[src/rtl/assert_macros.svh]
// Assertion helpers shared by the RTL.
// Each macro expects signals clk and rst_n in the scope where it is used.
`ifndef ASSERT_MACROS_SVH
`define ASSERT_MACROS_SVH

// Same-cycle implication, checked out of reset.
`define ASSERT_SAME(label, ante, cons, msg) \
    label: assert property (@(posedge clk) disable iff (!rst_n) (ante) |-> (cons)) \
        else $error(msg);

// Next-cycle implication, checked out of reset.
`define ASSERT_NEXT(label, ante, cons, msg) \
    label: assert property (@(posedge clk) disable iff (!rst_n) (ante) |=> (cons)) \
        else $error(msg);

`endif

[src/rtl/lsh_pkg.sv]
`timescale 1ns / 1ps

package lsh_pkg;

    localparam int PIX_W     = 8;
    localparam int ROW_W     = 16;
    localparam int OUT_COL_W = 10;
    localparam int FW_W      = 11;
    localparam int FH_W      = 16;
    localparam int CFG_W     = 16;
    localparam int CFG_IDX_W = 1;
    localparam int SLOT_N    = 4;

    localparam int DEFAULT_MAX_WIDTH = 1024;

    localparam logic [FW_W-1:0] FW_RESET = 11'd640;
    localparam logic [FH_W-1:0] FH_RESET = 16'd480;

    // Weight of the center tap.
    localparam int SHARP_GAIN = 5;

    // Configuration register indexes.
    localparam logic [CFG_IDX_W-1:0] REG_FRAME_WIDTH  = 1'b0;
    localparam logic [CFG_IDX_W-1:0] REG_FRAME_HEIGHT = 1'b1;

    // Result slots of one input, in emission order.
    typedef enum logic [1:0] {
        SLOT_UP_PREV  = 2'd0,   // (r-1, c-1), the filtered pixel
        SLOT_UP_LAST  = 2'd1,   // (r-1, c) at the last column
        SLOT_CUR_PREV = 2'd2,   // (r, c-1) on the last row
        SLOT_CUR_LAST = 2'd3    // (r, c) on the last row, last column
    } slot_t;

    // Results caused by one input, handed to the emit stage.
    typedef struct packed {
        logic [SLOT_N-1:0]    mask;
        logic [PIX_W-1:0]     pix;
        logic [ROW_W-1:0]     row;
        logic [OUT_COL_W-1:0] col;
        logic                 frame_end;
    } lsh_batch_t;

endpackage

[src/rtl/lsh_emit.sv]
`timescale 1ns / 1ps

module lsh_emit
(
    input  logic                          clk,
    input  logic                          rst_n,
    input  logic                          batch_valid,
    input  lsh_pkg::lsh_batch_t           batch,
    output logic                          batch_ready,
    output logic                          out_valid,
    input  logic                          out_ready,
    output logic [lsh_pkg::PIX_W-1:0]     pixel_out,
    output logic [lsh_pkg::ROW_W-1:0]     out_row,
    output logic [lsh_pkg::OUT_COL_W-1:0] out_col,
    output logic                          run_last,
    output logic                          frame_done
);

    import lsh_pkg::*;

    logic [SLOT_N-1:0]    mask_reg;
    logic [SLOT_N-1:0]    mask_next;
    logic [PIX_W-1:0]     pix_reg;
    logic [ROW_W-1:0]     row_reg;
    logic [OUT_COL_W-1:0] col_reg;
    logic                 frame_reg;

    logic                 out_valid_reg;
    logic                 out_valid_next;
    logic [PIX_W-1:0]     pixel_out_reg;
    logic [ROW_W-1:0]     out_row_reg;
    logic [OUT_COL_W-1:0] out_col_reg;
    logic                 run_last_reg;
    logic                 frame_done_reg;

    slot_t                slot;
    logic [SLOT_N-1:0]    slot_bit;
    logic [SLOT_N-1:0]    remaining;
    logic                 out_adv;
    logic                 pop;
    logic                 load;

    // Pick the first pending slot.
    always_comb
    begin
        slot     = SLOT_UP_PREV;
        slot_bit = 4'b0001;
        priority if (mask_reg[0])
        begin
            slot     = SLOT_UP_PREV;
            slot_bit = 4'b0001;
        end
        else if (mask_reg[1])
        begin
            slot     = SLOT_UP_LAST;
            slot_bit = 4'b0010;
        end
        else if (mask_reg[2])
        begin
            slot     = SLOT_CUR_PREV;
            slot_bit = 4'b0100;
        end
        else
        begin
            slot     = SLOT_CUR_LAST;
            slot_bit = 4'b1000;
        end
    end

    assign remaining   = mask_reg & ~slot_bit;
    assign out_adv     = !out_valid_reg || out_ready;
    assign pop         = (mask_reg != '0) && out_adv;
    assign batch_ready = (mask_reg == '0) || (pop && (remaining == '0));
    assign load        = batch_valid && batch_ready;

    always_comb
    begin
        mask_next = mask_reg;
        if (pop)
        begin
            mask_next = remaining;
        end
        if (load)
        begin
            mask_next = batch.mask;
        end
    end

    always_comb
    begin
        out_valid_next = out_valid_reg;
        if (pop)
        begin
            out_valid_next = 1'b1;
        end
        else if (out_ready)
        begin
            out_valid_next = 1'b0;
        end
    end

    always_ff @(posedge clk or negedge rst_n)
    begin
        if (!rst_n)
        begin
            mask_reg      <= '0;
            out_valid_reg <= 1'b0;
        end
        else
        begin
            mask_reg      <= mask_next;
            out_valid_reg <= out_valid_next;
        end
    end

    always_ff @(posedge clk)
    begin
        if (load)
        begin
            pix_reg   <= batch.pix;
            row_reg   <= batch.row;
            col_reg   <= batch.col;
            frame_reg <= batch.frame_end;
        end
        if (pop)
        begin
            pixel_out_reg  <= (slot == SLOT_UP_PREV) ? pix_reg : '0;
            out_row_reg    <= (slot == SLOT_UP_PREV || slot == SLOT_UP_LAST)
                              ? row_reg - 1'b1 : row_reg;
            out_col_reg    <= (slot == SLOT_UP_PREV || slot == SLOT_CUR_PREV)
                              ? col_reg - 1'b1 : col_reg;
            run_last_reg   <= (remaining == '0);
            frame_done_reg <= (remaining == '0) && frame_reg;
        end
    end

    assign out_valid  = out_valid_reg;
    assign pixel_out  = pixel_out_reg;
    assign out_row    = out_row_reg;
    assign out_col    = out_col_reg;
    assign run_last   = run_last_reg;
    assign frame_done = frame_done_reg;

endmodule

[config.mk]
export PLATFORM = sky130hd
export DESIGN_NAME = lsh_emit
export DESIGN_NICKNAME = d
export VERILOG_FILES = /design/src/rtl/assert_macros.svh /design/src/rtl/lsh_pkg.sv /design/src/rtl/lsh_emit.sv
export SDC_FILE = /design/constraint.sdc
export NUM_CORES = 1
export LEC_CHECK = 0
export BUFFER_PORTS_ARGS = -buffer_cell sky130_fd_sc_hd__buf_4
export CAP_MARGIN = 30
export CORE_UTILIZATION = 47
export CTS_CLUSTER_DIAMETER = 50
export CTS_CLUSTER_SIZE = 20
export DETAILED_ROUTE_END_ITERATION = 10
export GPL_ROUTABILITY_DRIVEN = 0
export GPL_TIMING_DRIVEN = 1
export PLACE_DENSITY = 0.73
export SKIP_CTS_REPAIR_TIMING = 1
export SYNTH_ARGS = -nofsm -noshare
export SYNTH_HDL_FRONTEND = slang
export SYNTH_SLANG_ARGS = --single-unit
[constraint.sdc]
create_clock -name clk -period 2.7 [get_ports clk]
set_input_delay 0 -clock clk [delete_from_list [all_inputs] [get_ports clk]]
set_output_delay 0 -clock clk [all_outputs]
set_load 0.02 [all_outputs]
Word-level counts from Yosys, hierarchy flattened
Cells that the tools add are included.
{"block": "totals", "register_bits": 76, "in_bits": 43, "word_cells": 44}
{"block": "op_classes", "add_sub_neg": 2, "eq_ne": 2, "muxes": 12, "n_bitwise": 2, "n_reduce_logical": 15}
{"operator": "two-way mux 4 bit", "count": 5}
{"operator": "two-way mux 16 bit", "count": 1}
{"operator": "subtractor 16 x 1 -> 16 bit (second input constant)", "count": 1}
{"operator": "two-way mux 10 bit", "count": 1}
{"operator": "subtractor 10 x 1 -> 10 bit (second input constant)", "count": 1}
{"operator": "logical NOT 4 bit", "count": 2}
{"operator": "AND 4 bit", "count": 1}
{"operator": "logical AND 1 bit", "count": 4}
{"operator": "logical OR 1 bit", "count": 4}
{"operator": "two-way mux 2 bit", "count": 2}
{"operator": "NOT 4 bit", "count": 1}
{"operator": "nonzero test 2 bit", "count": 2}
{"operator": "nonzero test 4 bit", "count": 1}
{"operator": "two-way mux 1 bit", "count": 3}
{"operator": "equality test 2 x 1 -> 1 bit (second input constant)", "count": 1}
{"operator": "equality test 2 bit (second input constant)", "count": 1}
{"operator": "logical NOT 2 bit", "count": 1}
{"operator": "logical NOT 1 bit", "count": 1}

Depth between registers and ports, before layout
Gate-level depths: netlist of the first run.
{"block": "depth", "ltp_word": 10, "depth_mapped": 7}

Worst setup path after synthesis of the first run
Ideal clock, no wire load.
{"block": "synth_path", "path_type": "register to register", "start": "register out_valid_reg, in the netlist out_valid", "end": "register frame_done_reg, in the netlist frame_done, enable pin", "arrival_time_ns": 2.527, "required_ns": 2.259, "setup_slack_ns": -0.268, "stages_incl_launch_ff": 4, "n_path_buf": 1, "cell_sequence": "dfrtp_1 > nor2b_1 > clkbuf_1 > a21oi_1"}
{"block": "synth_via", "elab_chain_cells": 3}
{"item": "from (decl)", "line_no": "lsh_emit.sv:28", "rtl": "logic out_valid_reg;"}
{"item": "from (signal assigned)", "line_no": "lsh_emit.sv:112", "rtl": "out_valid_reg <= out_valid_next;"}
{"item": "logical NOT 1 bit", "line_no": "lsh_emit.sv:71", "rtl": "assign out_adv = !out_valid_reg || out_ready;"}
{"item": "logical OR 1 bit", "line_no": "lsh_emit.sv:71"}
{"item": "logical AND 1 bit", "line_no": "lsh_emit.sv:72", "rtl": "assign pop = (mask_reg != '0) && out_adv;"}
{"item": "to (signal assigned)", "line_no": "lsh_emit.sv:133", "rtl": "frame_done_reg <= (remaining == '0) && frame_reg;"}
{"item": "to (decl)", "line_no": "lsh_emit.sv:34", "rtl": "logic frame_done_reg;"}
Every way passes these cells.
A chain may end at the register's enable or synchronous reset.

Worst setup path after layout of the first run
{"block": "layout_path", "start": "register out_valid_reg, in the netlist out_valid", "end": "register mask_reg[2]"}
{"block": "layout_via", "elab_chain_cells": 7, "word_cells_on_any_way": 8, "classes_between": "mux (1); reduce/logical (7)"}
{"item": "logical NOT 1 bit (*)", "line_no": "lsh_emit.sv:71"}
{"item": "logical OR 1 bit (*)", "line_no": "lsh_emit.sv:71"}
{"item": "logical AND 1 bit (*)", "line_no": "lsh_emit.sv:72"}
{"item": "logical AND 1 bit", "line_no": "lsh_emit.sv:73", "rtl": "assign batch_ready = (mask_reg == '0) || (pop && (remaining == '0));"}
{"item": "logical OR 1 bit", "line_no": "lsh_emit.sv:73"}
{"item": "logical AND 1 bit", "line_no": "lsh_emit.sv:74", "rtl": "assign load = batch_valid && batch_ready;"}
{"item": "two-way mux 4 bit / nonzero test 2 bit (equally long branches)"}
{"item": "to (signal assigned)", "line_no": "lsh_emit.sv:111", "rtl": "mask_reg <= mask_next;"}
{"item": "to (decl)", "line_no": "lsh_emit.sv:21", "rtl": "logic [SLOT_N-1:0] mask_reg;"}
Mark *: on every way between the ends. The rest lies on a longest branch, timed or not.

==> results of run 1 <==
## power breakdown
group          internal (mW)  total (mW)  switching (mW)  leakage, nW
registers               1.91        2.19           0.280        0.741
logic                  0.688        1.59           0.906        0.886
clock network          0.426       0.803           0.377       0.0914
total                   3.02        4.59            1.56         1.72
## cells by family (layout without fill, tap and decap cells)
family	after synthesis	count (layout)	synth area share
flops	76	76	0.740
simple gates	57	57	0.112
xor+xnor	22	22	0.0656
compound gates	21	21	0.0476
buf+inv	17	155	0.0262
fa+ha+maj	2	2	0.00820
## critical path: stages (launching register included)
cell and delay [ps]:
dfrtp_1 350, nor2b_1 550, nand2_1 200, a211o_1 340, a32o_1 260, dlygate4sd3_1 550
## synth_stat cells, drive strengths merged, types with 2 or more instances
cell type and instances:
o22ai 2, inv 9, clkbuf 5, xor2 12, a21oi 5, buf 3, nand3b 2, nand3 2
a2111oi 2, xnor2 10, or4 3, and2 11, ha 2, a32o 2, nand2 9, or3 3
edfxtp 71, nor4 6, dfrtp 5, nor3 6, o21ai 4, nor2 11
## layer usage
metal,GRT usage,wire length (um),up-vias
met4,0.100,110,0
met1,0.155,2030,968
li1,-,-,988
met3,0.0681,255,10
met2,0.287,3390,61
met5,0,0,-
## area by class of cell
cell class              count  area (um^2)  area share
repair buffers            130         1090       0.249
well taps                  75         93.8      0.0214
inverters                   9         33.8     0.00772
multi-input cells         102          724       0.166
clock buffers              13          139      0.0317
clock inverters             3         40.0     0.00915
flip-flops and latches     76         2260       0.516
## metrics by stage
step,cells,util
finish,408,0.718
global route,408,0.718
CTS,363,0.644
detailed placement,347,0.615
global placement,347,0.615
floorplan,195,-
## worst max path at each step
stage,startpoint,end,slack (ps),cells past startpoint
finish,out_valid$_DFFE_PN0P_,mask_reg[2]$_DFFE_PN0P_,330,5
global route,out_valid$_DFFE_PN0P_,mask_reg[2]$_DFFE_PN0P_,180,5
CTS,mask_reg[0]$_DFFE_PN0P_,out_row[8]$_DFFE_PP_,640,4
detailed placement,mask_reg[0]$_DFFE_PN0P_,out_row[8]$_DFFE_PP_,640,4
global placement,mask_reg[0]$_DFFE_PN0P_,out_row[8]$_DFFE_PP_,700,4
floorplan,out_valid$_DFFE_PN0P_,col_reg[0]$_DFFE_PP_,20,5
==> summary.txt, run 1 <==
Outcome
  • Status: finished clean

Yosys
  • FF+latch count, synth: 76
  • Synthesized netlist cell count: roughly 200
  • Cell Area, Synth: a little over 3000 um^2
  • Syn avg cell area: ~16 um^2
  • Most area-hungry cell type in the Yosys netlist: edfxtp_1
  • Number of synthesized flops with an enable pin: 71
  • Seq/Total Area, Yosys: 0.740
  • Top_reg_cell synth: edfxtp_1
  • Area share of the largest cell type after synthesis: 0.699
  • Ys async rst share: 0.0658
  • Distinct cell type count after synthesis: 38
  • Syn nets: 240
  • Synth area leaders: edfxtp_1, dfrtp_1, xor2_1, xnor2_1, and2_1
  • Ys Warns: 0

Routing
  • Vias/cell: 4.97
  • Avg WL per Cell: around 14 um
  • DRC: 0
  • Initial DRC Count: 96
  • Routed via count: approximately 2000
  • First drt pass iteration count: 5
  • Final ANT Viol Nets: 0
  • Routed wire length: about 5800 um

Critical path
  • Critical path launch point type: flip-flop
  • R2R Path Start: out_valid$_DFFE_PN0P_
  • CP Data Arrival Time: 2580 ps
  • Reg2Reg Depth: 5
  • Worst setup path class: reg -> reg
  • CP Max Fanout: 8
  • FF-to-FF End: mask_reg[2]$_DFFE_PN0P_
  • WP data required: between 2000 and 3000 ps
  • CP Capture Type: flip-flop
  • FF-to-FF setup slack: 330 ps

CTS
  • Clock Path Buffers: 2
  • Clock transition at path regs: ~70 ps
  • Root Buffer: clkbuf_8
  • Worst-Skew Late Latency: roughly 340 ps
  • Clock Sinks: 76
  • CTS tree: yes
  • # H-tree levels: 3
  • CTS buffer count: 9

Floorplanning
  • Core box area: roughly 6100 um^2
  • Die Y: 82.6 um
  • Width of the die: 82.6 um
  • Area of the die: roughly 7000 um^2
  • Initial Util: 0.500
  • Num ports: 81
  • FP Rows: 28

Cells and area
  • Fin nets: ~370
  • Share of layout cells above drive strength 1: 0.309
  • Layout area overhead: 43.5%
  • Commonest non-fill, non-tap cell in the layout: buf_4
  • Final instance area: ~4400 um^2
  • Most frequent cells in the layout: buf_4, edfxtp_1, dlygate4sd3_1, xor2_1
  • # diodes: 0
  • Fill count: approximately 420

Global route
  • Initial antenna violation count: 0
  • Vias in the first global route: ~1700
  • Grt ovf: 0
  • First-pass GRT wire length: around 7500 um
  • Largest net degree at the start of global routing: 19
  • GRT Util Overall: 0.162

Power and ir drop
  • Total Power: roughly 4.6 mW
  • Worst VDD drop: roughly 0.64 mV
  • Pleak: about 1.7 nW
  • PwrDens: 1050 nW/um^2

Timing
  • Worst hold slack: approximately 40 ps
  • FMAX: around 420 MHz
  • Fin crit share: 0.876
  • Setup TNS: 0 ps
  • Min Tclk post-route: roughly 2400 ps
  • Worst Max-Slew Pin Slew: around 670 ps
  • Fin worst setup slack: roughly 330 ps
  • RSZ-0062 raised after global routing: false
  • Slew Viols, Final: 0
  • Worst rel slew slack: 0.551
  • Layout Skew: 10.3 ps
  • Final Hold Viols: 0
  • Setup-failing EPs final: 0

Hold path
  • Min-delay src: batch_valid
  • WHS Path Cells: 3
  • Hold crit path type: in -> reg
  • Worst hold endpoint: mask_reg[0]$_DFFE_PN0P_

Flow run
  • Max-cap violations: 0

Place
  • DP Area: around 3700 um^2
  • Port Buffers: 80
  • Pre-CTS setup slack: ~640 ps
  • HPWL Detailed: between 3000 and 4000 um
Note: power is estimated with default switching activity, not from simulation.
==> run 2: changes to the inputs <==
--- a/config.mk
+++ b/config.mk
@@ -7,6 +7,7 @@
 export LEC_CHECK = 0
 export BUFFER_PORTS_ARGS = -buffer_cell sky130_fd_sc_hd__buf_4
 export CAP_MARGIN = 30
+export CORE_MARGIN = 4
 export CORE_UTILIZATION = 47
 export CTS_CLUSTER_DIAMETER = 50
 export CTS_CLUSTER_SIZE = 20
==> summary.txt, run 2 (synthesis results as in run 1) <==
Routing
  • Routed via count: 1972 (-2.7%)
  • Vias/cell: 4.82 (-3.0%)
  • DRC: 0 (unchanged)
  • Avg WL per Cell: 14.2 um (+0.29%)
  • Initial DRC Count: 106 (+10%)
  • First drt pass iteration count: 4 (-1)
  • Final ANT Viol Nets: 0 (unchanged)
  • Routed wire length: 5810 um (+0.54%)

Cells and area
  • Commonest non-fill, non-tap cell in the layout: buf_4
  • Fill count: 449 (+7.2%)
  • Layout area overhead: 44.4%
  • Share of layout cells above drive strength 1: 0.322 (+0.0130)
  • Final instance area: 4410 um^2 (+0.66%)
  • Most frequent cells in the layout: buf_4, edfxtp_1, dlygate4sd3_1, xor2_1
  • Final design utilization: 0.698 (-0.0202)
  • # diodes: 0 (unchanged)
  • Fin nets: 372 (-0.27%)

CTS
  • Clock transition at path regs: 80 ps (about the same)
  • Clock Path Buffers: 2 (unchanged)
  • Root Buffer: clkbuf_8
  • Clock Sinks: 76 (unchanged)
  • # H-tree levels: 3 (unchanged)
  • Worst-Skew Late Latency: 340 ps (about the same)
  • CTS tree: yes
  • CTS buffer count: 9 (unchanged)

Outcome
  • Failing checks: negative hold slack
  • Status: finished, violations left

Timing
  • Setup-failing EPs final: 0 (unchanged)
  • Slew Viols, Final: 0 (unchanged)
  • Worst hold slack: -16.4 ps (-56.2 ps)
  • Min Tclk post-route: 2370 ps (+5.28 ps)
  • RSZ-0062 raised after global routing: false
  • Worst rel slew slack: 0.550 (-0.00142)
  • Worst Max-Slew Pin Slew: 674 ps (+2.13 ps)
  • FMAX: 422 MHz (-0.22%)
  • Fin crit share: 0.878 (+0.00196)
  • Layout Skew: 10.7 ps (+0.361 ps)
  • Final Hold Viols: 1 (+1)
  • Setup TNS: 0 ps (unchanged)

Floorplanning
  • Width of the die: 88.6 um (+7.3%)
  • Core box area: 6310 um^2 (+3.6%)
  • Initial Util: 0.483 (-0.0173)
  • Area of the die: 7840 um^2 (+15%)
  • FP Rows: 29 (+3.6%)
  • Die Y: 88.6 um (+7.3%)
  • Num ports: 81 (unchanged)

Critical path
  • CP Max Fanout: 8 (unchanged)
  • WP data required: 2920 ps (about the same)
  • Family with the most delay on the worst path: simple AND/OR/NAND/NOR gates
  • Buf/Inv on CP: 1 (unchanged)
  • CP Capture Type: flip-flop
  • Critical path launch point type: flip-flop
  • Worst path slowest cell: dlygate4sd3_1
  • CP Data Arrival Time: 2590 ps (about the same)
  • CP Cell Sequence: nor2b_1, nand2_1, a211o_1, a32o_1, dlygate4sd3_1
  • Worst setup path class: reg -> reg
  • CP max stage delay: 550 ps (about the same)

Power and ir drop
  • PwrDens: 1070 nW/um^2 (+1.8%)
  • P_int: 3.11 mW (+2.9%)
  • Sequential share of power: 0.465 (-0.012)
  • Combinational fraction of design power: 0.338 (-0.010)
  • Clock power share: 0.197 (+0.022)
  • Worst VDD drop: 0.567 mV (-12%)
  • Pleak: 1.73 nW (+0.91%)
  • Switching share of total power: 0.338 (-0.00254)
  • Net Switching: 1.59 mW (+1.7%)

Global route
  • Grt ovf: 0 (unchanged)
  • Largest net degree at the start of global routing: 21 (+2)
  • GRT Util Overall: 0.141 (-0.0207)
  • First-pass GRT wire length: 7980 um (+6.7%)
  • Vias in the first global route: 1684 (-0.71%)
  • Initial antenna violation count: 0 (unchanged)

Place
  • DP Area: 3750 um^2 (about the same)
  • HPWL Detailed: 3910 um (+6.2%)
  • Port Buffers: 80 (unchanged)

Hold path
  • Hold crit path type: in -> reg

Flow run
  • Max-cap violations: 0 (unchanged)
==> run 2: cell types whose count changed in the layout (fill, tap and decap cells not counted), sizes merged <==
cell         previous run  this run
clkbuf                 13         9
bufinv                  1         2
dlygate4sd3            45        44
clkinvlp                0         1
clkinv                  2         4
==> run 2: path summary, 6_finish.rpt <==
| check | startpoint | end | slack (ps) | cells after the start |
|---|---|---|---|---|
| max in group asynchronous | rst_n | mask_reg[0]$_DFFE_PN0P_ | 1380 | 4 |
| min | batch[35] | mask_reg[0]$_DFFE_PN0P_ | -20 | 3 |
| max | out_valid$_DFFE_PN0P_ | mask_reg[1]$_DFFE_PN0P_ | 330 | 5 |
| max reg2reg | out_valid$_DFFE_PN0P_ | mask_reg[1]$_DFFE_PN0P_ | 330 | 5 |
| min in group asynchronous | rst_n | mask_reg[1]$_DFFE_PN0P_ | 530 | 3 |
| min reg2reg | pix_reg[2]$_DFFE_PP_ | pixel_out[2]$_SDFFCE_PP0P_ | 530 | 1 |
==> run 2: layout make-up <==
type | instances | area, um^2 | share of cell area
repair buffers | 129 | 1080 | 0.245
clock buffers | 9 | 124 | 0.0281
well taps | 77 | 96.3 | 0.0219
clock inverters | 7 | 91.3 | 0.0207
multi-input cells | 102 | 724 | 0.164
inverters | 9 | 33.8 | 0.00767
flip-flops and latches | 76 | 2260 | 0.512
==> run 2: metrics by stage <==
step | setup WS, ps | std cells | power, mW
floorplan | 19.4 | 195 | 3.07
global placement | 660 | 349 | 3.70
detailed placement | 604 | 349 | 3.74
CTS | 586 | 365 | 4.66
global route | 186 | 409 | 4.97
finish | 329 | 409 | 4.70
==> run 2: worst register-to-register path, cell delays in order (launching register included) <==
cell	delay (ps)
dfrtp_1	360
nor2b_1	530
nand2_1	210
a211o_1	340
a32o_1	260
dlygate4sd3_1	550
==> run 2: metal layers <==
| metal | global-route usage | share of wire | up-vias |
|---|---|---|---|
| li1 | - | - | 985 |
| met1 | 0.153 | 0.36 | 918 |
| met2 | 0.243 | 0.57 | 57 |
| met3 | 0.0326 | 0.047 | 12 |
| met4 | 0.100 | 0.028 | 0 |
| met5 | 0 | 0 | - |
==> run 2: power groups by stage <==
| stage | Clock, mW | Combinational, mW | Sequential [mW] |
|---|---|---|---|
| 2_1_floorplan | 0 | 0.624 | 2.44 |
| 3_3_place_gp | 0 | 1.50 | 2.19 |
| 3_5_place_dp | 0 | 1.53 | 2.21 |
| 4_1_cts | 0.943 | 1.53 | 2.19 |
| 5_1_grt | 1.01 | 1.72 | 2.23 |
| 6_report | 0.925 | 1.59 | 2.19 |
